### src/rtl/hpt_pkg.sv
// hpt_pkg: shared types and constants of the hpack header table
// used by hpt_ctrl, hpt_datapath and hpack_header_table_top
package hpt_pkg;

  localparam int unsigned TABLE_BYTES    = 4096;
  localparam int unsigned MAX_ENTRIES    = 128;
  localparam int unsigned STATIC_ENTRIES = 61;
  localparam int unsigned ENTRY_OVERHEAD = 32;
  localparam int unsigned LEN_W          = 13;
  localparam logic [LEN_W-1:0] PEND_MAX  = 13'd8191;
  localparam logic [12:0] MAX_SIZE_RESET = 13'd4096;

  typedef enum logic [1:0] {
    RT_BYTE   = 2'd0,
    RT_LOOKUP = 2'd1,
    RT_SIZE   = 2'd2,
    RT_READ   = 2'd3
  } req_type_t;

  typedef enum logic [1:0] {
    ST_OK      = 2'd0,
    ST_BAD_IDX = 2'd1,
    ST_TOO_BIG = 2'd2,
    ST_OVER    = 2'd3
  } status_t;

  typedef enum logic [1:0] {
    RK_PLAIN  = 2'd0,
    RK_STATIC = 2'd1,
    RK_DYN    = 2'd2,
    RK_READ   = 2'd3
  } rsp_kind_t;

  typedef enum logic [3:0] {
    S_IDLE,
    S_EXEC,
    S_LOOK_WAIT,
    S_READ_WAIT,
    S_COMMIT,
    S_CEV_CHK,
    S_CEV_WAIT,
    S_SEV_CHK,
    S_SEV_WAIT
  } state_t;

  typedef struct packed {
    logic [1:0]  req_type;
    logic [7:0]  data_byte;
    logic        is_value;
    logic        last_byte;
    logic        empty_value;
    logic [7:0]  table_index;
    logic        name_only;
    logic [12:0] size_req;
    logic [11:0] byte_addr;
  } in_item_t;

  typedef struct packed {
    logic [1:0]  status;
    logic        is_static;
    logic [5:0]  static_slot;
    logic [11:0] entry_start;
    logic [11:0] name_length;
    logic [11:0] value_length;
    logic [7:0]  read_data;
    logic [7:0]  entry_count;
    logic [12:0] used_size;
  } out_item_t;

  typedef struct packed {
    logic      take;
    logic      wr_byte;
    logic      empty_back;
    logic      set_max;
    logic      rd_look;
    logic      rd_old;
    logic      rd_byte;
    logic      drop;
    logic      commit_fail;
    logic      commit_wr;
    logic      load_out;
    rsp_kind_t kind;
    status_t   status;
  } ctrl_cmd_t;

  typedef struct packed {
    req_type_t req_type;
    logic      empty_value;
    logic      last_byte;
    logic      idx_bad;
    logic      idx_static;
    logic      size_bad;
    logic      too_big;
    logic      evict_commit;
    logic      evict_size;
    logic      out_free;
  } dp_status_t;

endpackage

### src/rtl/hpt_ctrl.sv
// hpt_ctrl: sequencer of the hpack header table
// depends on hpt_pkg; drives commands into hpt_datapath
module hpt_ctrl import hpt_pkg::*; (
  input  logic       clk,
  input  logic       rst_n,
  input  logic       in_valid,
  output logic       in_stall,
  input  dp_status_t st,
  output ctrl_cmd_t  cmd
);

  state_t state_r, state_nxt;

  always_ff @(posedge clk) begin
    if (!rst_n) state_r <= S_IDLE;
    else        state_r <= state_nxt;
  end

  always_comb begin
    state_nxt = state_r;
    cmd       = '0;
    cmd.kind  = RK_PLAIN;
    cmd.status = ST_OK;
    in_stall  = !((state_r == S_IDLE) && st.out_free);
    unique case (state_r)
      S_IDLE: begin
        if (in_valid && st.out_free) begin
          cmd.take  = 1'b1;
          state_nxt = S_EXEC;
        end
      end
      S_EXEC: begin
        unique case (st.req_type)
          RT_BYTE: begin
            if (st.empty_value) begin
              cmd.empty_back = 1'b1;
              state_nxt = S_COMMIT;
            end else begin
              cmd.wr_byte = 1'b1;
              if (st.last_byte) state_nxt = S_COMMIT;
              else begin
                cmd.load_out = 1'b1;
                state_nxt = S_IDLE;
              end
            end
          end
          RT_LOOKUP: begin
            if (st.idx_bad) begin
              cmd.load_out = 1'b1;
              cmd.status = ST_BAD_IDX;
              state_nxt = S_IDLE;
            end else if (st.idx_static) begin
              cmd.load_out = 1'b1;
              cmd.kind = RK_STATIC;
              state_nxt = S_IDLE;
            end else begin
              cmd.rd_look = 1'b1;
              state_nxt = S_LOOK_WAIT;
            end
          end
          RT_SIZE: begin
            if (st.size_bad) begin
              cmd.load_out = 1'b1;
              cmd.status = ST_OVER;
              state_nxt = S_IDLE;
            end else begin
              cmd.set_max = 1'b1;
              state_nxt = S_SEV_CHK;
            end
          end
          RT_READ: begin
            cmd.rd_byte = 1'b1;
            state_nxt = S_READ_WAIT;
          end
          default: state_nxt = S_IDLE;
        endcase
      end
      S_LOOK_WAIT: begin
        cmd.load_out = 1'b1;
        cmd.kind = RK_DYN;
        state_nxt = S_IDLE;
      end
      S_READ_WAIT: begin
        cmd.load_out = 1'b1;
        cmd.kind = RK_READ;
        state_nxt = S_IDLE;
      end
      S_COMMIT: begin
        if (st.too_big) begin
          cmd.commit_fail = 1'b1;
          cmd.load_out = 1'b1;
          cmd.status = ST_TOO_BIG;
          state_nxt = S_IDLE;
        end else begin
          state_nxt = S_CEV_CHK;
        end
      end
      S_CEV_CHK: begin
        if (st.evict_commit) begin
          cmd.rd_old = 1'b1;
          state_nxt = S_CEV_WAIT;
        end else begin
          cmd.commit_wr = 1'b1;
          cmd.load_out = 1'b1;
          state_nxt = S_IDLE;
        end
      end
      S_CEV_WAIT: begin
        cmd.drop = 1'b1;
        state_nxt = S_CEV_CHK;
      end
      S_SEV_CHK: begin
        if (st.evict_size) begin
          cmd.rd_old = 1'b1;
          state_nxt = S_SEV_WAIT;
        end else begin
          cmd.load_out = 1'b1;
          state_nxt = S_IDLE;
        end
      end
      S_SEV_WAIT: begin
        cmd.drop = 1'b1;
        state_nxt = S_SEV_CHK;
      end
      default: state_nxt = S_IDLE;
    endcase
  end

endmodule

### config.mk
export PLATFORM = sky130hd
export DESIGN_NAME = hpt_ctrl
export DESIGN_NICKNAME = d
export VERILOG_FILES = /design/src/rtl/hpt_pkg.sv /design/src/rtl/hpt_ctrl.sv
export SDC_FILE = /design/constraint.sdc
export NUM_CORES = 1
export LEC_CHECK = 0
export ABC_AREA = 1
export BUFFER_PORTS_ARGS = -buffer_cell sky130_fd_sc_hd__buf_2
export CAP_MARGIN = 20
export CORE_AREA = 3 3 40 42
export DETAILED_ROUTE_END_ITERATION = 12
export DIE_AREA = 0 0 43 45
export PLACE_DENSITY = 0.82
export SYNTH_ARGS = -nofsm -noshare
export SYNTH_HDL_FRONTEND = slang
export SYNTH_SLANG_ARGS = --single-unit
### constraint.sdc
create_clock -name clk -period 1.7 [get_ports clk]
set_input_delay 0.17 -clock clk [delete_from_list [all_inputs] [get_ports clk]]
set_output_delay 0.17 -clock clk [all_outputs]
set_load 0.01 [all_outputs]
# --- Word level (Yosys, flattened, before mapping) ---
# Cells that the tools add are included.
word_totals:
  output_inout_bits: 16
  regBits: 4
op_classes:
  n_eq_ne: 12
  n_reduce_logical: 7
  n_mux: 48
ops:
  columns: ["cell", "count"]
  rows:
  - ["case mux 4 bit (7 select lines)", 1]
  - ["two-way mux 1 bit", 23]
  - ["two-way mux 4 bit", 5]
  - ["equality test 4 x 3 -> 1 bit (second input constant)", 4]
  - ["case mux 4 bit (4 select lines)", 1]
  - ["two-way mux 3 bit", 5]
  - ["two-way mux 2 bit", 7]
  - ["equality test 4 x 2 -> 1 bit (second input constant)", 2]
  - ["case mux 2 bit (2 select lines)", 2]
  - ["case mux 2 bit (3 select lines)", 1]
  - ["case mux 1 bit (5 select lines)", 1]
  - ["equality test 2 bit (second input constant)", 2]
  - ["equality test 4 x 1 -> 1 bit (second input constant)", 1]
  - ["equality test 4 bit (second input constant)", 1]
  - ["logical NOT 4 bit", 1]
  - ["OR reduction 2 bit", 2]
  - ["case mux 1 bit (3 select lines)", 1]
  - ["equality test 2 x 1 -> 1 bit (second input constant)", 1]
  - ["logical AND 1 bit", 2]
  - ["logical NOT 2 bit", 1]
  - ["!= test 2 x 1 -> 1 bit (second input constant)", 1]
  - ["case mux 1 bit (2 select lines)", 1]
  - ["logical NOT 1 bit", 1]

# --- Longest topological paths before layout ---
# Gate-level depths: netlist of run 1.
logic_depth:
  ltp_word: 4
  ltp_mapped: 8

# --- Worst setup path before layout of run 1 ---
# OpenSTA, ideal clock, no wires.
synth_timing:
  path_type: "flip-flop to output port"
  start: "register state_r[0]"
  end: "output port cmd[1] (netlist name)"
  slack_ps: 503
  path_buffers: 0
  path_stages_with_launch: 5
  arrival_time_ps: 1027
  cell_sequence: "dfxtp_1 -> inv_2 -> nor2_4 -> nand2_4 -> o31ai_1"
synth_lines:
  columns: ["item", "line_no", "rtl"]
  rows:
  - ["start: declaration", "hpt_ctrl.sv:12", "state_t state_r, state_nxt;"]
  - ["start signal: assignment", "hpt_ctrl.sv:16", "else state_r <= state_nxt;"]
  - ["end: declaration", "hpt_ctrl.sv:9", "output ctrl_cmd_t cmd"]

==> impl_metrics.toml, run 1 <==
[status]
outcome = "finished, final reports clean"

[finish]
drive_above_1_share_pct = 37.7
largest_reg_flops = 4
seqCellArea_sq_um = 80.1
fin_nets = 150
syn2layout_area_growth_pct = 32.6
final_area_sq_um = 758
diodes = 0
reg.largest.list = "state_r: 4 flops"
largest-register = "state_r"
multiInputGateArea_sq_um = 428
fillers = 131

[drt]
drt_iter0_markers = 12
ant_nets = 0
firstDrtPassIters = 4
wl_met3_um = 125
num_vias = 710
wl_per_cell_um = 9.99
drcViolationCount = 0
top_layer = "met3"
met1_length_um = 581
routed_via_density = 4.90
met2_length_um = 741
wl_mm = 1.45

[run]
drv_cap = 0

[floorplanning]
dieArea_sq_um = 1940
die_x_um = 43
io_pins = 30
chipHeight_um = 45
row_count = 13
design.core.area_sq_um = 1280
start_util_pct = 44.5

[yosys]
synth-seq-cells = 4
async_flop_share_pct = 0
synth_commonest_cells = "21 x nand2_1, 19 x nor2_1, 13 x inv_1"
synthTopCellsByArea = "dfxtp_1 14%, nand2_1 14%, nor2_1 12%"
synth_cell_types = 18
yosysSeqAreaShare_pct = 14.0
synthesis.area_sq_um = 572
ys_warn_count = 0
syn_nets = 116
synth-edff-count = 0
yosys_most_used_dff = "dfxtp_1"
synth_most_common_cell = "nand2_1"
yosys.area.top_type = "dfxtp_1"
synth_cells = 98
synth_top_area_share_pct = 14.0
synth_area_per_cell_sq_um = 5.83

[timing]
post-route-period-util_pct = 90.5
hold_viol_final = 0
fin_setup_tns_ns = 0
fmax_mhz = 650
period_minus_slack_ns = 1.54
rsz0062_at_grt = "no"
worstMarginPinSlew_ns = 0.305
hold_ws_ns = 0.209
setup_slack_ns = 0.161
slew_headroom_pct = 79.6
setup_viol = 0
drv_slew = 0
skew_ns = 0.00338

[clock_network]
cts_max_path_buffers = 2
clock_latency_ns = 0.24
hold_buffers = 0
cts_setup_buffers = 0
post_cts_resized = 0
cts.root.buffer_cell = "clkbuf_4"
cts_tree = "yes"
cts_sinks = 4
path_clk_slew_ns = 0.04
cts_buffers = 3
h-tree-depth = 1

[pwr]
p_total_mw = 0.404
p_sw_mw = 0.157
p_seq_share_pct = 27.0
power_switching_share_pct = 38.9
power.density_nw_per_um2 = 533
clkPwrFrac_pct = 29.1
pwr-share-comb_pct = 43.9
intPower_mw = 0.247
max-vdd-ir-drop_v = 0.000315
leakage_nw = 0.459

[critical_path]
slowest_stage = "dfxtp_1"
cp-end-kind = "output pin"
crit_chain = "inv_2, nand2_4, nor2_4, nand2_4, o21ai_1, nor2_1, nand2_1, buf_2"
worst-setup-path-type = "reg -> out"
cp_common_cell = "nand2_4"
start_kind = "flip-flop"
critPathMaxFanout = 7
max_stage_delay_ns = 0.49
cp_data_required_time_ns = 1.53
crit_arrival_ns = 1.37

[grt]
grt_max_degree = 9
first_global_vias = 630
grt_pass1_wl_mm = 2.36
overflow = 0
grt_usage_pct = 15.7
antenna_found_initial = 0

[place]
port_buffers = 29
gp_congestion = 0.800
place_area_sq_um = 736
place_hpwl_mm = 1.26
dp_worst_setup_slack_ns = 0.419

[min_path]
hold_path.class = "in -> reg"
[kinds of logic (layout without fill, tap and decap cells)]
kind of cell               Yosys count  after routing  share of synthesized area [%]
AOI/OAI and AO/OA                    5              5                           5.47
adders and majority gates            4              4                           8.75
buffers and inverters               17             49                           11.2
DFF                                  4              4                           14.0
and+or+nand+nor                     68             68                           60.6
[power groups by stage]
stage / clock network (mW) / registers (mW) / logic (mW)
6_report: 0.118 / 0.109 / 0.177
5_1_grt: 0.127 / 0.110 / 0.200
4_1_cts: 0.124 / 0.108 / 0.178
3_5_place_dp: 0 / 0.110 / 0.177
3_3_place_gp: 0 / 0.109 / 0.173
2_1_floorplan: 0 / 0.109 / 0.124
[worst paths after layout]
check	slack (ns)	from	cells past startpoint	endpoint
setup / recovery	0.16	state_r[1]$_SDFFE_PN0P_	8	cmd[4]
hold / removal	0.21	rst_n	3	state_r[0]$_SDFFE_PN0P_
hold reg to reg	0.59	state_r[0]$_SDFFE_PN0P_	2	state_r[3]$_SDFFE_PN0P_
setup reg to reg	0.57	state_r[1]$_SDFFE_PN0P_	7	state_r[0]$_SDFFE_PN0P_
[area by class of cell]
cell class	count	share of cell area [%]
multi-input combinational	77	56.4
timing repair buffer	29	19.1
sequential	4	10.6
inverter	17	8.42
clock buffer	3	2.97
tap	15	2.48
[per-layer routing]
metal  vias to the layer above  global-route usage (%)
li1                        372                       -
met1                       317                    17.5
met2                        21                    29.9
met3                         0                    3.98
met4                         0                    3.61
met5                         -                       0
[metrics by stage]
stage,cells,util (%)
global route,145,59.0
finish,145,59.0
floorplan,98,-
detailed placement,142,57.3
global placement,142,57.3
CTS,145,59.0
[critical path: cells and delay by family, from the launching register on]
| kind | cells | cell delay [ns] |
|---|---|---|
| AO/OA/AOI/OAI | 1 | 0.05 |
| buffers and inverters | 2 | 0.25 |
| flip-flops | 1 | 0.49 |
| AND/OR/NAND/NOR | 5 | 0.35 |
[placed cells by master (no fill, tap or decap)]
| master | instances |
|---|---|
| buf_2 | 29 |
| nand2_1 | 21 |
| nor2_1 | 19 |
| inv_1 | 13 |
| nand3_1 | 10 |
| inv_2 | 4 |
| nand2_2 | 4 |
| nor2_4 | 4 |
| nor3_1 | 4 |
| ha_1 | 4 |
| dfxtp_1 | 4 |
| nand2_4 | 3 |
| clkbuf_4 | 3 |
| nand4_1 | 2 |
| nand3_2 | 1 |
| o31ai_1 | 1 |
| o21ai_1 | 1 |
| o21ai_0 | 1 |
| a21oi_1 | 1 |
| a21oi_2 | 1 |
No activity file was read; power rests on OpenSTA's default activity.
==> run 2: changes to the inputs <==
CORE_AREA = 5 5 42 44   (was 3 3 40 42)
DIE_AREA = 0 0 47 49   (was 0 0 43 45)
==> impl_metrics.toml, run 2 (synthesis results as in run 1) <==
[timing]
slew_headroom_pct = 78.0
setup_slack_ns = 0.125
fmax_mhz = 635
setup_viol = 0
skew_ns = 0.000574
worstMarginPinSlew_ns = 0.330
period_minus_slack_ns = 1.57
fin_setup_tns_ns = 0
post-route-period-util_pct = 92.6
hold_ws_ns = 0.212
drv_slew = 0
hold_viol_final = 0
rsz0062_at_grt = "no"

[pwr]
leakage_nw = 0.459
max-vdd-ir-drop_v = 0.000269
power.density_nw_per_um2 = 528

[drt]
drcViolationCount = 0
routed_via_density = 4.85
ant_nets = 0
drt_iter0_markers = 15
num_vias = 708
wl_mm = 1.43
firstDrtPassIters = 5
wl_per_cell_um = 9.77

[floorplanning]
dieArea_sq_um = 2300
row_count = 14
chipHeight_um = 49
io_pins = 30
die_x_um = 47
start_util_pct = 40.8
design.core.area_sq_um = 1400

[finish]
fin_nets = 150
syn2layout_area_growth_pct = 32.8
multiInputGateArea_sq_um = 428
final_common_cell = "buf_2"
final_cell_mix = "29 x buf_2, 21 x nand2_1, 19 x nor2_1"
largest-register = "state_r"
diodes = 0
fillers = 149
reg.largest.list = "state_r: 4 flops"
seqCellArea_sq_um = 80.1
largest_reg_flops = 4
drive_above_1_share_pct = 37.7
utilization_pct = 54.2

[clock_network]
cts_tree = "yes"
h-tree-depth = 1
cts_max_path_buffers = 2
hold_buffers = 0
post_cts_resized = 0
cts_setup_buffers = 0
path_clk_slew_ns = 0.04
cts.root.buffer_cell = "clkbuf_4"
cts_sinks = 4
clock_latency_ns = 0.23
cts_buffers = 3

[critical_path]
crit_arrival_ns = 1.40
cp_data_required_time_ns = 1.53
start_kind = "flip-flop"
cp_top_family = "flip-flops"
max_stage_delay_ns = 0.50
cp-end-kind = "output pin"
path_buf_inv = 2
crit_chain = "inv_2, nand2_4, nor2_4, nand2_4, o21ai_1, nor2_1, nand2_1, buf_2"
r2r_slack_ns = 0.55
cp_common_cell = "nand2_4"
worst-setup-path-type = "reg -> out"
slowest_stage = "dfxtp_1"
critPathMaxFanout = 7

[grt]
grt_pass1_wl_mm = 2.41
antenna_found_initial = 0
overflow = 0
first_global_vias = 660
grt_usage_pct = 13.6
grt_max_degree = 9

[place]
dp_worst_setup_slack_ns = 0.379
gp_congestion = 0.755
place_hpwl_mm = 1.26
port_buffers = 29

[run]
drv_cap = 0

[min_path]
hold_path.class = "in -> reg"

[status]
outcome = "finished, final reports clean"
## run 2: metal layers
metal  global-route usage (%)  vias up  share of wire (%)
li1                         -      371                  -
met5                        0        -                  0
met2                     24.0       21                 54
met4                     4.15        0                  0
met3                     3.69        0                6.9
met1                     15.1      316                 39
## run 2: area by class of cell
type	count	area share (%)
tap	16	2.64
sequential	4	10.5
timing repair buffer	29	19.1
multi-input combinational	77	56.3
inverter	17	8.40
clock buffer	3	2.97
## run 2: per-stage QoR
stage          power [mW]  instance area [sq um]  std cells
3_3_place_gp        0.282                    737        143
3_5_place_dp        0.288                    737        143
6_report            0.401                    759        146
2_1_floorplan       0.233                    572         98
5_1_grt             0.435                    759        146
4_1_cts             0.405                    759        146
## run 2: where the power goes
part	internal (mW)	leakage [nW]	total [mW]	switching (mW)
Clock	0.0788	0.0138	0.115	0.0364
Sequential	0.100	0.0324	0.109	0.00883
Combinational	0.0673	0.413	0.177	0.110
## run 2: final timing paths
kind / startpoint / endpoint / cells after the start
worst max-delay path: state_r[1]$_SDFFE_PN0P_ / cmd[4] / 8
worst min-delay path: rst_n / state_r[0]$_SDFFE_PN0P_ / 3
worst max register to register: state_r[1]$_SDFFE_PN0P_ / state_r[0]$_SDFFE_PN0P_ / 7
worst min register to register: state_r[0]$_SDFFE_PN0P_ / state_r[3]$_SDFFE_PN0P_ / 2
## run 2: tightest hold or removal path: stages
cell	delay [ns]
buf_2	0.11
nand3_1	0.07
nor2_1	0.04
